### src/assert_macros.svh
// Assertion macros used by the filter sequencer.
// No dependencies; included by the modules that carry assertions.
`ifndef ASSERT_MACROS_SVH
`define ASSERT_MACROS_SVH
`ifndef SYNTH
`define SVF_ASSERT(lbl, clk, rst, prop) \
   lbl: assert property (@(posedge clk) disable iff (rst) prop) \
      else $error("%m: assertion failed");
`define SVF_ASSERT_NEXT(lbl, clk, rst, ante, cons) \
   lbl: assert property (@(posedge clk) disable iff (rst) (ante) |=> (cons)) \
      else $error("%m: assertion failed");
`else
`define SVF_ASSERT(lbl, clk, rst, prop)
`define SVF_ASSERT_NEXT(lbl, clk, rst, ante, cons)
`endif
`endif

### src/svf_lp_pkg.sv
// Shared types, constants and tables of the state-variable lowpass.
// No dependencies; used by every module of the block.
package svf_lp_pkg;

   localparam int SAMPLE_BITS_DEF     = 24;
   localparam int TABLE_ADDR_BITS_DEF = 8;

   localparam int K_BITS         = 4;
   localparam int CUT_BITS       = 17;
   localparam int RATE_BITS      = 18;
   localparam int RES_BITS       = 17;
   localparam int CSR_DATA_BITS  = 18;
   localparam int CSR_INDEX_BITS = 1;
   localparam int MUL_BITS       = 34;
   localparam int PROD_BITS      = 2 * MUL_BITS;
   localparam int DIV_N          = 56;
   localparam int DIV_D          = 38;

   typedef logic [CSR_INDEX_BITS-1:0] csr_index_type;
   localparam csr_index_type CSR_SAMPLE_RATE = 1'b0;
   localparam csr_index_type CSR_RESONANCE   = 1'b1;

   localparam logic [RATE_BITS-1:0] RATE_RESET   = 18'd48000;
   localparam logic [CUT_BITS-1:0]  UNIT_Q16     = 17'h10000;
   localparam logic [19:0]          LOG2_1000_Q16 = 20'd653117;
   localparam logic [29:0]          LN2_Q30      = 30'd744261118;
   localparam logic [25:0]          PI_Q24       = 26'd52707179;
   localparam logic [12:0]          BASE_HZ_Q8   = 13'd5120;
   localparam logic [30:0]          ONE_Q30      = 31'h4000_0000;
   localparam logic [30:0]          ONE_Q24      = 31'h0100_0000;
   localparam logic [30:0]          RATIO_MAX    = 31'd2104533975;
   localparam logic [30:0]          G_MAX        = 31'h4000_0000;

   typedef enum logic [4:0] {
      OP_NONE, OP_LOAD, OP_EXP, OP_ROOT, OP_LOWM, OP_LOWP, OP_FREQ,
      OP_RDIV, OP_RSTORE, OP_TAN0, OP_TPROD, OP_TDIV, OP_TSTORE,
      OP_KDIV, OP_KSTORE, OP_DEN, OP_A1DIV, OP_A1STORE, OP_A2, OP_A3,
      OP_V1A, OP_V1B, OP_V2A, OP_V2B, OP_UPD
   } op_type;

   typedef enum logic [4:0] {
      S_IDLE, S_EXP, S_ROOT, S_LOWM, S_LOWP, S_FREQ, S_RDIV, S_RWAIT,
      S_RSTORE, S_TAN0, S_TBIT, S_TDIV, S_TWAIT, S_TSTORE, S_KDIV,
      S_KWAIT, S_KSTORE, S_DEN, S_A1DIV, S_A1WAIT, S_A1STORE, S_A2,
      S_A3, S_V1A, S_V1B, S_V2A, S_V2B, S_UPD
   } state_type;

   typedef struct packed {
      op_type             op;
      logic [K_BITS-1:0]  k;
   } cmd_type;

   typedef struct packed {
      logic fr_bit;
      logic r_bit;
      logic div_done;
   } status_type;

   function automatic logic [30:0] root_value(input logic [K_BITS-1:0] k);
      logic [30:0] v;
      case (k)
         4'd1:    v = 31'd1518500250;
         4'd2:    v = 31'd1276901417;
         4'd3:    v = 31'd1170923762;
         4'd4:    v = 31'd1121280434;
         4'd5:    v = 31'd1097253708;
         4'd6:    v = 31'd1085434106;
         4'd7:    v = 31'd1079572136;
         4'd8:    v = 31'd1076653033;
         4'd9:    v = 31'd1075196444;
         4'd10:   v = 31'd1074468887;
         4'd11:   v = 31'd1074105294;
         4'd12:   v = 31'd1073923544;
         default: v = 31'd0;
      endcase
      return v;
   endfunction

   function automatic logic [24:0] tan_value(input logic [K_BITS-1:0] k);
      logic [24:0] v;
      case (k)
         4'd2:    v = 25'd16777216;
         4'd3:    v = 25'd6949350;
         4'd4:    v = 25'd3337196;
         4'd5:    v = 25'd1652412;
         4'd6:    v = 25'd824212;
         4'd7:    v = 25'd411858;
         4'd8:    v = 25'd205898;
         4'd9:    v = 25'd102945;
         4'd10:   v = 25'd51472;
         4'd11:   v = 25'd25736;
         4'd12:   v = 25'd12868;
         default: v = 25'd0;
      endcase
      return v;
   endfunction

endpackage

### src/svf_lp_ctrl.sv
// Sequencer that steps the datapath through one sample's computation.
// Depends on svf_lp_pkg and assert_macros.svh.
`include "assert_macros.svh"
module svf_lp_ctrl #(
   parameter int TABLE_ADDR_BITS = svf_lp_pkg::TABLE_ADDR_BITS_DEF
) (
   input  logic                   clock,
   input  logic                   reset,
   input  logic                   req_valid,
   output logic                   req_stall,
   output logic                   rsp_valid,
   input  logic                   rsp_stall,
   input  svf_lp_pkg::status_type status,
   output svf_lp_pkg::cmd_type    cmd
);
   localparam int KB = svf_lp_pkg::K_BITS;
   localparam logic [KB-1:0] K_TOP   = KB'(TABLE_ADDR_BITS);
   localparam logic [KB-1:0] K_FIRST = KB'(1);
   localparam logic [KB-1:0] K_LAST  = KB'(2);

   svf_lp_pkg::state_type state_ff, state_in;
   logic [KB-1:0]         k_ff, k_in;
   logic                  rsp_pend_ff, rsp_pend_in;
   logic                  out_free;

   assign out_free = !rsp_pend_ff || !rsp_stall;

   always_comb begin
      state_in = state_ff;
      k_in     = k_ff;
      unique case (state_ff)
         svf_lp_pkg::S_IDLE:  if (req_valid) state_in = svf_lp_pkg::S_EXP;
         svf_lp_pkg::S_EXP: begin
            k_in     = K_FIRST;
            state_in = svf_lp_pkg::S_ROOT;
         end
         svf_lp_pkg::S_ROOT: begin
            k_in = k_ff + KB'(1);
            if (k_ff == K_TOP) state_in = svf_lp_pkg::S_LOWM;
         end
         svf_lp_pkg::S_LOWM:   state_in = svf_lp_pkg::S_LOWP;
         svf_lp_pkg::S_LOWP:   state_in = svf_lp_pkg::S_FREQ;
         svf_lp_pkg::S_FREQ:   state_in = svf_lp_pkg::S_RDIV;
         svf_lp_pkg::S_RDIV:   state_in = svf_lp_pkg::S_RWAIT;
         svf_lp_pkg::S_RWAIT:  if (status.div_done) state_in = svf_lp_pkg::S_RSTORE;
         svf_lp_pkg::S_RSTORE: state_in = svf_lp_pkg::S_TAN0;
         svf_lp_pkg::S_TAN0: begin
            k_in     = K_TOP;
            state_in = svf_lp_pkg::S_TBIT;
         end
         svf_lp_pkg::S_TBIT: begin
            if (status.r_bit) begin
               state_in = svf_lp_pkg::S_TDIV;
            end else if (k_ff == K_LAST) begin
               state_in = svf_lp_pkg::S_KDIV;
            end else begin
               k_in = k_ff - KB'(1);
            end
         end
         svf_lp_pkg::S_TDIV:   state_in = svf_lp_pkg::S_TWAIT;
         svf_lp_pkg::S_TWAIT:  if (status.div_done) state_in = svf_lp_pkg::S_TSTORE;
         svf_lp_pkg::S_TSTORE: begin
            if (k_ff == K_LAST) begin
               state_in = svf_lp_pkg::S_KDIV;
            end else begin
               k_in     = k_ff - KB'(1);
               state_in = svf_lp_pkg::S_TBIT;
            end
         end
         svf_lp_pkg::S_KDIV:    state_in = svf_lp_pkg::S_KWAIT;
         svf_lp_pkg::S_KWAIT:   if (status.div_done) state_in = svf_lp_pkg::S_KSTORE;
         svf_lp_pkg::S_KSTORE:  state_in = svf_lp_pkg::S_DEN;
         svf_lp_pkg::S_DEN:     state_in = svf_lp_pkg::S_A1DIV;
         svf_lp_pkg::S_A1DIV:   state_in = svf_lp_pkg::S_A1WAIT;
         svf_lp_pkg::S_A1WAIT:  if (status.div_done) state_in = svf_lp_pkg::S_A1STORE;
         svf_lp_pkg::S_A1STORE: state_in = svf_lp_pkg::S_A2;
         svf_lp_pkg::S_A2:      state_in = svf_lp_pkg::S_A3;
         svf_lp_pkg::S_A3:      state_in = svf_lp_pkg::S_V1A;
         svf_lp_pkg::S_V1A:     state_in = svf_lp_pkg::S_V1B;
         svf_lp_pkg::S_V1B:     state_in = svf_lp_pkg::S_V2A;
         svf_lp_pkg::S_V2A:     state_in = svf_lp_pkg::S_V2B;
         svf_lp_pkg::S_V2B:     state_in = svf_lp_pkg::S_UPD;
         svf_lp_pkg::S_UPD:     if (out_free) state_in = svf_lp_pkg::S_IDLE;
         default:               state_in = svf_lp_pkg::S_IDLE;
      endcase
   end

   always_comb begin
      cmd.k     = k_ff;
      cmd.op    = svf_lp_pkg::OP_NONE;
      req_stall = 1'b1;
      unique case (state_ff)
         svf_lp_pkg::S_IDLE: begin
            req_stall = 1'b0;
            if (req_valid) cmd.op = svf_lp_pkg::OP_LOAD;
         end
         svf_lp_pkg::S_EXP:     cmd.op = svf_lp_pkg::OP_EXP;
         svf_lp_pkg::S_ROOT:    if (status.fr_bit) cmd.op = svf_lp_pkg::OP_ROOT;
         svf_lp_pkg::S_LOWM:    cmd.op = svf_lp_pkg::OP_LOWM;
         svf_lp_pkg::S_LOWP:    cmd.op = svf_lp_pkg::OP_LOWP;
         svf_lp_pkg::S_FREQ:    cmd.op = svf_lp_pkg::OP_FREQ;
         svf_lp_pkg::S_RDIV:    cmd.op = svf_lp_pkg::OP_RDIV;
         svf_lp_pkg::S_RSTORE:  cmd.op = svf_lp_pkg::OP_RSTORE;
         svf_lp_pkg::S_TAN0:    cmd.op = svf_lp_pkg::OP_TAN0;
         svf_lp_pkg::S_TBIT:    if (status.r_bit) cmd.op = svf_lp_pkg::OP_TPROD;
         svf_lp_pkg::S_TDIV:    cmd.op = svf_lp_pkg::OP_TDIV;
         svf_lp_pkg::S_TSTORE:  cmd.op = svf_lp_pkg::OP_TSTORE;
         svf_lp_pkg::S_KDIV:    cmd.op = svf_lp_pkg::OP_KDIV;
         svf_lp_pkg::S_KSTORE:  cmd.op = svf_lp_pkg::OP_KSTORE;
         svf_lp_pkg::S_DEN:     cmd.op = svf_lp_pkg::OP_DEN;
         svf_lp_pkg::S_A1DIV:   cmd.op = svf_lp_pkg::OP_A1DIV;
         svf_lp_pkg::S_A1STORE: cmd.op = svf_lp_pkg::OP_A1STORE;
         svf_lp_pkg::S_A2:      cmd.op = svf_lp_pkg::OP_A2;
         svf_lp_pkg::S_A3:      cmd.op = svf_lp_pkg::OP_A3;
         svf_lp_pkg::S_V1A:     cmd.op = svf_lp_pkg::OP_V1A;
         svf_lp_pkg::S_V1B:     cmd.op = svf_lp_pkg::OP_V1B;
         svf_lp_pkg::S_V2A:     cmd.op = svf_lp_pkg::OP_V2A;
         svf_lp_pkg::S_V2B:     cmd.op = svf_lp_pkg::OP_V2B;
         svf_lp_pkg::S_UPD:     if (out_free) cmd.op = svf_lp_pkg::OP_UPD;
         default:               cmd.op = svf_lp_pkg::OP_NONE;
      endcase
   end

   always_comb begin
      rsp_pend_in = (cmd.op == svf_lp_pkg::OP_UPD) || (rsp_pend_ff && rsp_stall);
   end

   always_ff @(posedge clock) begin
      if (reset) begin
         state_ff    <= svf_lp_pkg::S_IDLE;
         k_ff        <= '0;
         rsp_pend_ff <= 1'b0;
      end else begin
         state_ff    <= state_in;
         k_ff        <= k_in;
         rsp_pend_ff <= rsp_pend_in;
      end
   end

   assign rsp_valid = rsp_pend_ff;

   `SVF_ASSERT(a_upd_slot_free, clock, reset, (cmd.op == svf_lp_pkg::OP_UPD) |-> out_free)
   `SVF_ASSERT_NEXT(a_load_starts, clock, reset, req_valid && !req_stall, state_ff == svf_lp_pkg::S_EXP)
   `SVF_ASSERT_NEXT(a_upd_shows, clock, reset, cmd.op == svf_lp_pkg::OP_UPD, rsp_valid)
endmodule

### config.mk
export PLATFORM = sky130hd
export DESIGN_NAME = svf_lp_ctrl
export DESIGN_NICKNAME = d
export VERILOG_FILES = /design/src/svf_lp_pkg.sv /design/src/svf_lp_ctrl.sv
export VERILOG_INCLUDE_DIRS = /design/src /design/src/src
export SDC_FILE = /design/constraint.sdc
export NUM_CORES = 1
export LEC_CHECK = 0
export BUFFER_PORTS_ARGS = -buffer_cell sky130_fd_sc_hd__clkbuf_2
export CORE_ASPECT_RATIO = 1.2
export CORE_MARGIN = 10
export CORE_UTILIZATION = 50
export CTS_CLUSTER_DIAMETER = 60
export CTS_CLUSTER_SIZE = 12
export DETAILED_ROUTE_END_ITERATION = 10
export MAX_ROUTING_LAYER = met4
export PLACE_DENSITY = 0.71
export SLEW_MARGIN = 10
export SYNTH_ARGS = -nofsm -noshare
export SYNTH_HDL_FRONTEND = slang
export SYNTH_SLANG_ARGS = --single-unit
### constraint.sdc
create_clock -name clock -period 3.2 [get_ports clock]
set_clock_uncertainty 0.2 [all_clocks]
set_input_delay 0 -clock clock [delete_from_list [all_inputs] [get_ports clock]]
set_output_delay 0 -clock clock [all_outputs]
set_load 0.005 [all_outputs]
==> out/metrics.json, run 1 <==
{
  "timing.critical_path.cells": {"value": "nor3b_2 -> nor2_1 -> nor2_1 -> ha_1 -> a21o_2 -> a21oi_1 -> xnor2_1 -> mux2i_1 -> o21ai_0"},
  "holdWs": {"value": 120, "unit": "ps"},
  "post-route-min-period": {"value": 2480, "unit": "ps"},
  "critPathCaptureType": {"value": "register"},
  "drtAntennaViolNets": {"value": 0},
  "synth-main-ff-cell": {"value": "sky130_fd_sc_hd__dfxtp_1"},
  "num_vias": {"value": 1227},
  "global_route.usage.total": {"value": 13.8, "unit": "%"},
  "post_synth_inst_count": {"value": 154},
  "synth_area": {"value": 0.00109, "unit": "sq mm"},
  "yosys_reg_bits": {"value": 10},
  "total_number_of_placement_rows": {"value": 18},
  "layout.nets": {"value": 182},
  "grt_pass1_wl": {"value": 5150, "unit": "um"},
  "critical_path.n_buffers_inverters": {"value": 0},
  "grt_pass1_vias": {"value": 1152},
  "timing.slew.headroom": {"value": 77.2, "unit": "%"},
  "cts_inserted_buffers": {"value": 3},
  "cts_setup_buffers": {"value": 0},
  "synth_fp_nets": {"value": 164},
  "tightest_slew": {"value": 341, "unit": "ps"},
  "initial_antenna_violation_count": {"value": 0},
  "synth_edf_count": {"value": 0},
  "internal_power": {"value": 0.000369, "unit": "W"},
  "avgSynthCellArea": {"value": 7.08, "unit": "sq um"},
  "cp_data_arrival_time": {"value": 2440, "unit": "ps"},
  "final_max_slew_viol_count": {"value": 0},
  "initial_util": {"value": 52.6, "unit": "%"},
  "design.core.area": {"value": 0.00207, "unit": "sq mm"},
  "critical_path_required": {"value": 3160, "unit": "ps"},
  "p_clk_share": {"value": 18.0, "unit": "%"},
  "crit_path_max_incr_delay": {"value": 460, "unit": "ps"},
  "synth_simple_gate_area_share": {"value": 31.5, "unit": "%"},
  "post-layout-total-power": {"value": 0.000665, "unit": "W"},
  "timing.final.setup_violations": {"value": 0},
  "globalplace.congestion": {"value": 0.922},
  "drt_drc_violations_left": {"value": 0},
  "die_width": {"value": 62.6, "unit": "um"},
  "setup_repair_after_global_routing_missed_its_margin": {"value": "no"},
  "grt_max_degree": {"value": 26},
  "drv_cap": {"value": 0},
  "critical_path.max_fanout": {"value": 9},
  "cts.root.buffer_cell": {"value": "sky130_fd_sc_hd__clkbuf_4"},
  "drt-pass1-iter-count": {"value": 4},
  "asyncSetResetFlopFracSynth": {"value": 0, "unit": "%"},
  "setup.worst_path.start_class": {"value": "register"},
  "post_route_cells_drive_above_1_share": {"value": 19.3, "unit": "%"},
  "preCtsSetupSlack": {"value": 744, "unit": "ps"},
  "io-pin-count": {"value": 18},
  "tritoncts_clock_tree": {"value": "yes"},
  "clk-insertion-delay-late": {"value": 270, "unit": "ps"},
  "min-delay-path-class": {"value": "input pin to register"},
  "utilization": {"value": 60.8, "unit": "%"},
  "maxClockFrequency": {"value": 403, "unit": "MHz"},
  "wl_per_cell": {"value": 15.2, "unit": "um"},
  "die_height": {"value": 71.1, "unit": "um"},
  "synth_top_family_by_area": {"value": "compound AO/OA/AOI/OAI gates"},
  "hpwl": {"value": 2310, "unit": "um"},
  "cellPowerDensity": {"value": 528, "unit": "mW/mm^2"},
  "route.detailed.vias_per_inst": {"value": 6.10},
  "power.share.combinational": {"value": 55.4, "unit": "%"},
  "outcome": {"value": "finished clean"},
  "yosys_warnings": {"value": 0},
  "worstSetupPathType": {"value": "register to register"},
  "crit_slowest_cell": {"value": "sky130_fd_sc_hd__dfxtp_1"},
  "p_leak": {"value": 0.521, "unit": "nW"},
  "drt-total-wl": {"value": 3060, "unit": "um"},
  "dr.first_iter.drc_count": {"value": 65},
  "antenna_diodes": {"value": 0},
  "die-area": {"value": 0.00445, "unit": "sq mm"},
  "synthesized_area_fraction_occupied_by_xor_and_xnor_cells": {"value": 1.61, "unit": "%"},
  "cts_htree_levels": {"value": 1},
  "synth_fa_ha_area_share": {"value": 5.05, "unit": "%"},
  "synth.area.mux_share": {"value": 4.13, "unit": "%"},
  "layout-area-overhead-vs-synth": {"value": 15.6, "unit": "%"},
  "path_delay_family": {"value": "simple AND/OR/NAND/NOR gates"},
  "synth-seq-area-share": {"value": 18.4, "unit": "%"},
  "critical-path-top-cell-by-count": {"value": "sky130_fd_sc_hd__nor2_1"},
  "synth-compound-area-share": {"value": 31.6, "unit": "%"},
  "path_clk_slew": {"value": 70, "unit": "ps"},
  "timing.setup.tns": {"value": 0, "unit": "ps"},
  "layout_worst_path_cycle_share": {"value": 77.5, "unit": "%"},
  "grt.overflow.total": {"value": 0},
  "post-route-worst-setup-slack": {"value": 721, "unit": "ps"},
  "seqPwrFrac": {"value": 26.7, "unit": "%"},
  "clock_sinks": {"value": 10},
  "timing_hold_violations_final": {"value": 0},
  "ir_worst_vdd": {"value": 0.408, "unit": "mV"},
  "switching_share": {"value": 44.4, "unit": "%"},
  "portBuffers": {"value": 17},
  "cts_buffer_depth": {"value": 2},
  "cell_variety_after_synth": {"value": 49},
  "power.net_switching": {"value": 0.000295, "unit": "W"}
}
## routing by layer
layer	GRT usage, %	wire, um	share of wire [%]	vias up
li1	-	-	-	595
met1	15.2	1260	41	575
met2	23.6	1540	50	45
met3	2.36	153	5.0	12
met4	6.97	97	3.2	0
met5	-	0	0	-
## cell usage in the layout (no fill, tap or decap), types with 2 or more instances in the layout
cell type	netlist	routed
sky130_fd_sc_hd__buf_4	2	5
sky130_fd_sc_hd__nand3_1	6	6
sky130_fd_sc_hd__o22ai_1	4	4
sky130_fd_sc_hd__mux2i_1	3	3
sky130_fd_sc_hd__nand2_1	16	16
sky130_fd_sc_hd__o21ai_0	15	15
sky130_fd_sc_hd__clkbuf_4	0	3
sky130_fd_sc_hd__a21oi_1	17	17
sky130_fd_sc_hd__dlygate4sd3_1	0	4
sky130_fd_sc_hd__ha_1	2	2
sky130_fd_sc_hd__nand2b_1	5	5
sky130_fd_sc_hd__a31oi_1	2	2
sky130_fd_sc_hd__inv_1	5	5
sky130_fd_sc_hd__clkbuf_2	0	17
sky130_fd_sc_hd__o31ai_1	2	2
sky130_fd_sc_hd__dfxtp_1	10	10
sky130_fd_sc_hd__and3_1	2	2
sky130_fd_sc_hd__or3_1	2	2
sky130_fd_sc_hd__nor2_1	13	13
sky130_fd_sc_hd__nor2b_1	7	7
sky130_fd_sc_hd__o211a_1	2	2
sky130_fd_sc_hd__a32oi_1	2	2
## worst reg2reg max path, cell delays in order (launching register included)
cell and delay, ps:
sky130_fd_sc_hd__dfxtp_1 460, sky130_fd_sc_hd__nor3b_2 280, sky130_fd_sc_hd__nor2_1 90, sky130_fd_sc_hd__nor2_1 220, sky130_fd_sc_hd__ha_1 290, sky130_fd_sc_hd__a21o_2 210, sky130_fd_sc_hd__a21oi_1 170, sky130_fd_sc_hd__xnor2_1 160
sky130_fd_sc_hd__mux2i_1 190, sky130_fd_sc_hd__o21ai_0 90
## Yosys cell counts (all sizes together) (2+ instances only)
cell type	count	area, sq um
buf	7	43.8
o21ai	15	75.1
and3	2	12.5
a31oi	2	12.5
mux2i	3	30.0
nand2	16	60.1
dfxtp	10	200
nor4b	2	38.8
a21o	2	16.3
or3	2	12.5
o211a	2	20.0
nor2b	7	43.8
inv	5	18.8
o31ai	2	15.0
ha	2	25.0
a32oi	2	17.5
a21oi	17	85.1
nor3b	2	20.0
clkbuf	6	22.5
nor2	13	48.8
nand3	6	30.0
nand2b	5	31.3
o22ai	4	25.0
## state kept, by name (all words and copies together), names as in the netlist
signal,flops
state_ff,5
k_ff,4
rsp_valid,1
## path summary, 6_finish.rpt
kind	startpoint	endpoint	slack, ps	cells after the start
worst max-delay path	state_ff[1]	k_ff[3]	720	9
worst min-delay path	status[1]	state_ff[0]	120	4
worst max register to register	state_ff[1]	k_ff[3]	720	9
worst min register to register	k_ff[2]	k_ff[2]	380	2
## metrics by stage
| step | std cells | cell area, sq um |
|---|---|---|
| floorplan | 154 | 1090 |
| global placement | 193 | 1180 |
| detailed placement | 193 | 1180 |
| CTS | 201 | 1260 |
| global route | 201 | 1260 |
| finish | 201 | 1260 |
## logic make-up (layout without fill, tap and decap cells)
group	after synthesis	count (layout)
compound gates	55	55
xor+xnor	2	2
fa+ha+maj	4	4
buf+inv	18	35
flops	10	10
mux	4	4
simple gates	61	61
## power groups by stage
stage	Clock (W)	Combinational, W	Sequential (W)
after global placement	0	0.000361	0.000177
after global routing	0.000126	0.000409	0.000179
after CTS	0.000124	0.000367	0.000176
final	0.000119	0.000368	0.000177
after detailed placement	0	0.000363	0.000179
after floorplan	0	0.000284	0.000167
## layout make-up
cell class                 count  area, sq um
fill                         210          812
multi-input combinational    126          805
timing repair buffer          26          163
inverter                       5         18.8
clock buffer                   4         36.3
sequential                    10          200
tap                           30         37.5
## timing repair
item                                   4_1_cts  5_1_grt
hold buffers                                 4        0
resized for setup                            0        0
endpoints found under the hold margin        8        0
Power figures use the tool's default switching activity.
==> run 2, diff against run 1 <==
PLACE_DENSITY = 0.74   (was 0.71)
clock period = 2.1 ns   (was 3.2 ns; I/O delays follow)
==> run 2 against run 1 <==
- sequential share of layout area down 1.1 points
- sequential cell count unchanged
- register-to-register slack lost 700 ps
- non-clock buffer count rose by 14
- setup slack got worse by 700 ps
- clock power increased by 15%
==> out/metrics.json, run 2 (synthesis gave the netlist of run 1 again) <==
{
  "power.net_switching": {"value": 0.000482, "unit": "W", "change": "+63%"},
  "initial_util": {"value": 52.6, "unit": "%", "change": "unchanged"},
  "io-pin-count": {"value": 18, "change": "unchanged"},
  "route.detailed.vias_per_inst": {"value": 6.00, "change": "-1.7%"},
  "layout.area.seq": {"value": 204, "unit": "sq um", "change": "+1.9%"},
  "cp_data_arrival_time": {"value": 2050, "unit": "ps", "change": "-390 ps"},
  "drtAntennaViolNets": {"value": 0, "change": "unchanged"},
  "wl_per_cell": {"value": 15.4, "unit": "um", "change": "+1.4%"},
  "hpwl": {"value": 2480, "unit": "um", "change": "+7.7%"},
  "dr.first_iter.drc_count": {"value": 83, "change": "+28%"},
  "global_route.usage.total": {"value": 14.9, "unit": "%", "change": "+1.1 points"},
  "grt.overflow.total": {"value": 0, "change": "unchanged"},
  "clock_sinks": {"value": 10, "change": "unchanged"},
  "cts_buffer_depth": {"value": 2, "change": "unchanged"},
  "cts_htree_levels": {"value": 1, "change": "unchanged"},
  "ir_worst_vdd": {"value": 0.536, "unit": "mV", "change": "+31%"},
  "registers.top_by_ff_count": {"value": "state_ff"},
  "holdWs": {"value": 103, "unit": "ps", "change": "-16.5 ps"},
  "cellPowerDensity": {"value": 783, "unit": "mW/mm^2", "change": "+48%"},
  "globalplace.congestion": {"value": 0.895, "change": "-2.9%"},
  "multiInputGateArea": {"value": 828, "unit": "sq um", "change": "+3.0%"},
  "die-area": {"value": 0.00445, "unit": "sq mm", "change": "unchanged"},
  "setup.worst_path.start_class": {"value": "register"},
  "total_number_of_placement_rows": {"value": 18, "change": "unchanged"},
  "die_width": {"value": 62.6, "unit": "um", "change": "unchanged"},
  "post-route-min-period": {"value": 2080, "unit": "ps", "change": "-396 ps"},
  "initial_antenna_violation_count": {"value": 0, "change": "unchanged"},
  "layout.cells.most_common_list": {"value": "18 x sky130_fd_sc_hd__buf_4, 17 x sky130_fd_sc_hd__clkbuf_2, 16 x sky130_fd_sc_hd__nand2_1, 15 x sky130_fd_sc_hd__a21oi_1, 13 x sky130_fd_sc_hd__o21ai_0"},
  "layout.nets": {"value": 196, "change": "+7.7%"},
  "critPathCaptureType": {"value": "register"},
  "tightest_slew": {"value": 352, "unit": "ps", "change": "+11.3 ps"},
  "internal_power": {"value": 0.000601, "unit": "W", "change": "+63%"},
  "grt_pass1_vias": {"value": 1217, "change": "+5.6%"},
  "critical-path-top-cell-by-count": {"value": "sky130_fd_sc_hd__nor2_2"},
  "drt_drc_violations_left": {"value": 0, "change": "unchanged"},
  "maxClockFrequency": {"value": 480, "unit": "MHz", "change": "+19%"},
  "setup_repair_after_global_routing_missed_its_margin": {"value": "yes"},
  "final_common_cell": {"value": "sky130_fd_sc_hd__buf_4"},
  "largest_reg_flops": {"value": 5, "change": "unchanged"},
  "timing_hold_violations_final": {"value": 0, "change": "unchanged"},
  "drv_cap": {"value": 0, "change": "unchanged"},
  "grt_max_degree": {"value": 22, "change": "-15%"},
  "layout-area-overhead-vs-synth": {"value": 26.9, "unit": "%"},
  "post_route_cells_drive_above_1_share": {"value": 29.3, "unit": "%", "change": "+10 points"},
  "portBuffers": {"value": 17, "change": "unchanged"},
  "clk-insertion-delay-late": {"value": 270, "unit": "ps", "change": "about the same"},
  "layout_worst_path_cycle_share": {"value": 99.2, "unit": "%", "change": "+22 points"},
  "timing.critical_path.cells": {"value": "and3b_1 -> nor2_2 -> nor2_2 -> ha_1 -> a21o_2 -> a21oi_2 -> xnor2_1 -> mux2i_1 -> o21ai_1"},
  "p_leak": {"value": 0.588, "unit": "nW", "change": "+13%"},
  "p_clk_share": {"value": 12.7, "unit": "%", "change": "-5.3 points"},
  "fillerInstances": {"value": 184, "change": "-12%"},
  "post-route-worst-setup-slack": {"value": 16.9, "unit": "ps", "change": "-704 ps"},
  "utilization": {"value": 66.7, "unit": "%", "change": "+5.9 points"},
  "drt-pass1-iter-count": {"value": 4, "change": "unchanged"},
  "die_height": {"value": 71.1, "unit": "um", "change": "unchanged"},
  "timing.slew.headroom": {"value": 76.5, "unit": "%", "change": "-0.76 points"},
  "seqPwrFrac": {"value": 24.7, "unit": "%", "change": "-2.0 points"},
  "design.core.area": {"value": 0.00207, "unit": "sq mm", "change": "unchanged"},
  "timing.final.setup_violations": {"value": 0, "change": "unchanged"},
  "tritoncts_clock_tree": {"value": "yes"},
  "switching_share": {"value": 44.5, "unit": "%", "change": "+0.056 points"},
  "critical_path_required": {"value": 2070, "unit": "ps", "change": "-1090 ps"},
  "critical_path.n_buffers_inverters": {"value": 0, "change": "unchanged"},
  "antenna_diodes": {"value": 0, "change": "unchanged"},
  "critical_path.max_fanout": {"value": 4, "change": "-5"},
  "min-delay-path-class": {"value": "input pin to register"},
  "outcome": {"value": "finished clean"},
  "power.share.combinational": {"value": 62.7, "unit": "%", "change": "+7.3 points"},
  "path_delay_family": {"value": "simple AND/OR/NAND/NOR gates"},
  "grt_pass1_wl": {"value": 5570, "unit": "um", "change": "+8.0%"},
  "final_max_slew_viol_count": {"value": 0, "change": "unchanged"},
  "preCtsSetupSlack": {"value": -53.8, "unit": "ps", "change": "-797 ps"},
  "worstSetupPathType": {"value": "register to register"},
  "crit_slowest_cell": {"value": "sky130_fd_sc_hd__dfxtp_2"},
  "path_clk_slew": {"value": 70, "unit": "ps", "change": "about the same"},
  "crit_path_max_incr_delay": {"value": 350, "unit": "ps", "change": "-110 ps"},
  "cts.root.buffer_cell": {"value": "sky130_fd_sc_hd__clkbuf_4"},
  "num_vias": {"value": 1284, "change": "+4.6%"},
  "drt-total-wl": {"value": 3300, "unit": "um", "change": "+7.9%"},
  "cts_inserted_buffers": {"value": 3, "change": "unchanged"}
}
[run 2: cell types whose count changed in the layout (fill, tap and decap cells not counted), sizes merged]
cell | before | now
buf | 5 | 19
clkbuf | 21 | 20
[run 2: metal layers]
layer  global-route usage (%)  wire (um)  vias up
li1                         -          -      618
met2                     25.7       1600       68
met3                     2.68        220       16
met5                        -          0        -
met4                     5.97        112        0
met1                     16.6       1360      582
[run 2: layout make-up]
type                            count  area share (%)
Clock buffer                        3            1.63
Sequential cell                    10            14.8
Tap cell                           30            2.71
Timing Repair Buffer               40            19.6
Inverter                            5            1.36
Multi-Input combinational cell    126            59.9
[run 2: per-stage QoR]
step                setup TNS [ps]  cells  area, sq um  total power (W)
floorplan                     -117    154         1120         0.000708
global route                  -145    214         1380          0.00115
CTS                              0    214         1370          0.00107
global placement                 0    206         1300         0.000892
detailed placement           -53.8    206         1300         0.000905
finish                           0    214         1380          0.00108
[run 2: path summary, 6_finish.rpt]
check | start | to | slack, ps | cells past startpoint
worst max-delay path | state_ff[0] | k_ff[3] | 20 | 9
worst min-delay path | status[1] | state_ff[0] | 100 | 4
worst max register to register | state_ff[0] | k_ff[3] | 20 | 9
worst min register to register | k_ff[2] | k_ff[2] | 380 | 2
[run 2: tightest hold or removal path, delay by kind of cell]
family	cells	cell delay, ps
compound gates	2	350
buf+inv	1	110
mux	1	70
[run 2: power groups by stage]
stage	Clock (W)	Combinational [W]	Sequential [W]
6_report	0.000137	0.000679	0.000267
5_1_grt	0.000145	0.000732	0.000274
4_1_cts	0.000140	0.000662	0.000265
3_5_place_dp	0	0.000639	0.000266
3_3_place_gp	0	0.000630	0.000262
2_1_floorplan	0	0.000453	0.000254
[run 2: repair_timing]
item | in CTS | in global routing
buffers inserted | 1 | 0
gates resized for setup | 2 | 5
pin swaps | 2 | 1
hold buffers | 4 | 0
hold endpoints to repair | 7 | 0
setup endpoints to repair | 1 | 5
==> run 3, diff against run 2 <==
==> constraint.sdc (replaced) <==
create_clock -name clock -period 2.1 [get_ports clock]
set_clock_uncertainty 0.2 [all_clocks]
set_input_delay 0.42 -clock clock [delete_from_list [all_inputs] [get_ports clock]]
set_output_delay 0.42 -clock clock [all_outputs]
set_load 0.005 [all_outputs]
==> run 3 against run 2 <==
- the flow now finishes with violations (setup timing)
- cell area is 11% higher
- non-clock buffer count up 6
- final cell count increased by 2.8%
- clock-buffer cell count is the same
- critical endpoint is now cmd[5]
- power up 24%
- largest cell class unchanged
- die area unchanged
- worst hold slack better by 170 ps
- via count up 5.1%
- sequential power rose by 4%
- utilization increased by 7.2 points
- critical path type is now register to output port
- setup slack got worse by 210 ps
==> out/metrics.json, run 3 (synthesis gave the netlist of run 1 again) <==
{
  "cts_buffer_depth": {"value": 2, "change": "unchanged"},
  "min-delay-path-class": {"value": "input pin to register"},
  "grt.overflow.total": {"value": 0, "change": "unchanged"},
  "place_area": {"value": 0.00130, "unit": "sq mm", "change": "+0.58%"},
  "fillerInstances": {"value": 171, "change": "-7.1%"},
  "min_delay_path_depth": {"value": 3, "change": "-1"},
  "largest_reg_flops": {"value": 5, "change": "unchanged"},
  "wl_met3": {"value": 312, "unit": "um", "change": "+42%"},
  "cp_data_arrival_time": {"value": 1670, "unit": "ps", "change": "-380 ps"},
  "grt_pass1_wl": {"value": 5750, "unit": "um", "change": "+3.2%"},
  "drv_cap": {"value": 0, "change": "unchanged"},
  "crit_slowest_cell": {"value": "sky130_fd_sc_hd__dfxtp_4"},
  "post_route_cells_drive_above_1_share": {"value": 38.4, "unit": "%", "change": "+9.1 points"},
  "critical_path.reg2reg.endpoint": {"value": "state_ff[3]"},
  "route.detailed.vias_per_inst": {"value": 6.14, "change": "+2.3%"},
  "post-layout-total-power": {"value": 0.00134, "unit": "W", "change": "+24%"},
  "violations": {"value": "setup timing"},
  "preCtsSetupSlack": {"value": -52.5, "unit": "ps", "change": "+1.36 ps"},
  "portBuffers": {"value": 17, "change": "unchanged"},
  "layout.cells.most_common_list": {"value": "21 x sky130_fd_sc_hd__buf_4, 16 x sky130_fd_sc_hd__clkbuf_2, 15 x sky130_fd_sc_hd__nand2_1, 14 x sky130_fd_sc_hd__a21oi_1, 10 x sky130_fd_sc_hd__o21ai_0"},
  "worst_r2r_path_depth": {"value": 7, "change": "-2"},
  "grt_pass1_vias": {"value": 1291, "change": "+6.1%"},
  "drtAntennaViolNets": {"value": 0, "change": "unchanged"},
  "design.core.area": {"value": 0.00207, "unit": "sq mm", "change": "unchanged"},
  "critPathCaptureType": {"value": "output port"},
  "globalplace.congestion": {"value": 0.923, "change": "+3.1%"},
  "layout.nets": {"value": 202, "change": "+3.1%"},
  "antenna_diodes": {"value": 0, "change": "unchanged"},
  "final_max_slew_viol_count": {"value": 0, "change": "unchanged"},
  "worst_hold_startpoint": {"value": "rsp_stall"},
  "holdWs": {"value": 275, "unit": "ps", "change": "+172 ps"},
  "ir_worst_vdd": {"value": 0.996, "unit": "mV", "change": "+86%"},
  "tightest_slew": {"value": 300, "unit": "ps", "change": "-52.0 ps"},
  "critical-path-top-cell-by-count": {"value": "sky130_fd_sc_hd__o21ai_1"},
  "critical_path.max_fanout": {"value": 5, "change": "+1"},
  "layout-area-overhead-vs-synth": {"value": 40.5, "unit": "%"},
  "worstSetupPathType": {"value": "register to output port"},
  "critical_path.n_buffers_inverters": {"value": 2, "change": "+2"},
  "p_leak": {"value": 0.661, "unit": "nW", "change": "+12%"},
  "timing.final.setup_violations": {"value": 6, "change": "+6"},
  "initial_util": {"value": 52.6, "unit": "%", "change": "unchanged"},
  "tritoncts_clock_tree": {"value": "yes"},
  "global_route.usage.total": {"value": 15.8, "unit": "%", "change": "+0.89 points"},
  "dr.first_iter.drc_count": {"value": 66, "change": "-20%"},
  "cts_inserted_buffers": {"value": 3, "change": "unchanged"},
  "regToRegStartpoint": {"value": "state_ff[0]"},
  "clock_sinks": {"value": 10, "change": "unchanged"},
  "hpwl": {"value": 2510, "unit": "um", "change": "+1.0%"},
  "drt-total-wl": {"value": 3690, "unit": "um", "change": "+12%"},
  "layout_worst_path_cycle_share": {"value": 109, "unit": "%", "change": "+9.8 points"},
  "wl_per_cell": {"value": 16.8, "unit": "um", "change": "+8.9%"},
  "setup.reg_to_reg.worst_slack": {"value": -60, "unit": "ps", "change": "-80 ps"},
  "timing.hold.worst_endpoint": {"value": "rsp_valid"},
  "critical_path_required": {"value": 1480, "unit": "ps", "change": "-590 ps"},
  "registers.top_by_ff_count": {"value": "state_ff"},
  "final_common_cell": {"value": "sky130_fd_sc_hd__buf_4"},
  "drt-met1-wl": {"value": 1420, "unit": "um", "change": "+4.8%"},
  "total_number_of_placement_rows": {"value": 18, "change": "unchanged"},
  "grt_max_degree": {"value": 22, "change": "unchanged"},
  "met2WireLength": {"value": 1790, "unit": "um", "change": "+11%"},
  "cellPowerDensity": {"value": 874, "unit": "mW/mm^2", "change": "+12%"},
  "num_vias": {"value": 1350, "change": "+5.1%"},
  "post-route-min-period": {"value": 2290, "unit": "ps", "change": "+205 ps"},
  "timing.setup.tns": {"value": -407, "unit": "ps", "change": "-407 ps"},
  "cts.root.buffer_cell": {"value": "sky130_fd_sc_hd__clkbuf_4"},
  "setup.worst_path.start_class": {"value": "register"},
  "initial_antenna_violation_count": {"value": 0, "change": "unchanged"},
  "stdcell_area": {"value": 0.00153, "unit": "sq mm", "change": "+11%"},
  "maxClockFrequency": {"value": 437, "unit": "MHz", "change": "-9.0%"},
  "outcome": {"value": "complete, but fails checks"},
  "io-pin-count": {"value": 18, "change": "unchanged"},
  "timing.critical_path.cells": {"value": "buf_12 -> nor2b_4 -> o21ai_1 -> o21ai_1 -> a32oi_1 -> o22ai_1 -> buf_2"},
  "clk-insertion-delay-late": {"value": 280, "unit": "ps", "change": "about the same"},
  "routed.top_layer": {"value": "met4"},
  "drt-pass1-iter-count": {"value": 5, "change": "+1"},
  "die_height": {"value": 71.1, "unit": "um", "change": "unchanged"},
  "die-area": {"value": 0.00445, "unit": "sq mm", "change": "unchanged"},
  "timing_hold_violations_final": {"value": 0, "change": "unchanged"},
  "path_clk_slew": {"value": 70, "unit": "ps", "change": "about the same"},
  "cts_htree_levels": {"value": 1, "change": "unchanged"},
  "post-route-worst-setup-slack": {"value": -188, "unit": "ps", "change": "-205 ps"},
  "path_delay_family": {"value": "compound AO/OA/AOI/OAI gates"},
  "setup_repair_after_global_routing_missed_its_margin": {"value": "yes"},
  "crit_path_max_incr_delay": {"value": 380, "unit": "ps", "change": "+30 ps"},
  "die_width": {"value": 62.6, "unit": "um", "change": "unchanged"},
  "timing.slew.headroom": {"value": 80.0, "unit": "%", "change": "+3.5 points"},
  "drt_drc_violations_left": {"value": 0, "change": "unchanged"}
}
## run 3: worst max-delay path by stage
stage                  end  cells past startpoint  slack (ps)        start
5_1_grt             cmd[5]                      7        -250  state_ff[0]
4_1_cts             cmd[5]                      7         -20  state_ff[0]
3_3_place_gp   state_ff[3]                      6          30  state_ff[1]
3_5_place_dp       k_ff[3]                      9         -50  state_ff[0]
2_1_floorplan      k_ff[3]                     11        -120  state_ff[0]
6_report            cmd[5]                      7        -190  state_ff[0]
## run 3: power breakdown
group          leakage (nW)  switching (W)  internal, W
sequential           0.0836      0.0000508     0.000227
clock                0.0138      0.0000714    0.0000666
combinational         0.563       0.000444     0.000479
## run 3: final cells by class
class | count | area, sq um | area share [%]
clock buffer | 3 | 22.5 | 1.47
timing repair buffer | 46 | 357 | 23.3
tap | 30 | 37.5 | 2.45
multi-input combinational | 126 | 886 | 57.8
sequential | 10 | 210 | 13.7
inverter | 5 | 18.8 | 1.23
## run 3: repair_timing
action	in CTS	in global routing
pin swaps	7	8
gates cloned	1	1
endpoints found under the setup margin	7	8
resized for setup	21	15
hold buffers	0	0
setup buffers	3	5
## run 3: layer usage
layer,track usage (%),vias to the layer above
met2,27.5,81
met4,8.71,0
li1,-,639
met5,-,-
met1,16.2,615
met3,3.31,15
## run 3: per-stage QoR
stage	instances	util (%)
finish	220	73.9
global route	220	73.9
CTS	214	68.1
detailed placement	207	62.9
global placement	207	62.9
floorplan	154	-
## run 3: worst reg2reg max path, delay by kind of cell (launching register included)
family | cells | cell delay (ps)
muxes | 1 | 320
DFF | 1 | 380
and+or+nand+nor | 1 | 190
buffers and inverters | 2 | 270
AOI/OAI and AO/OA | 3 | 690
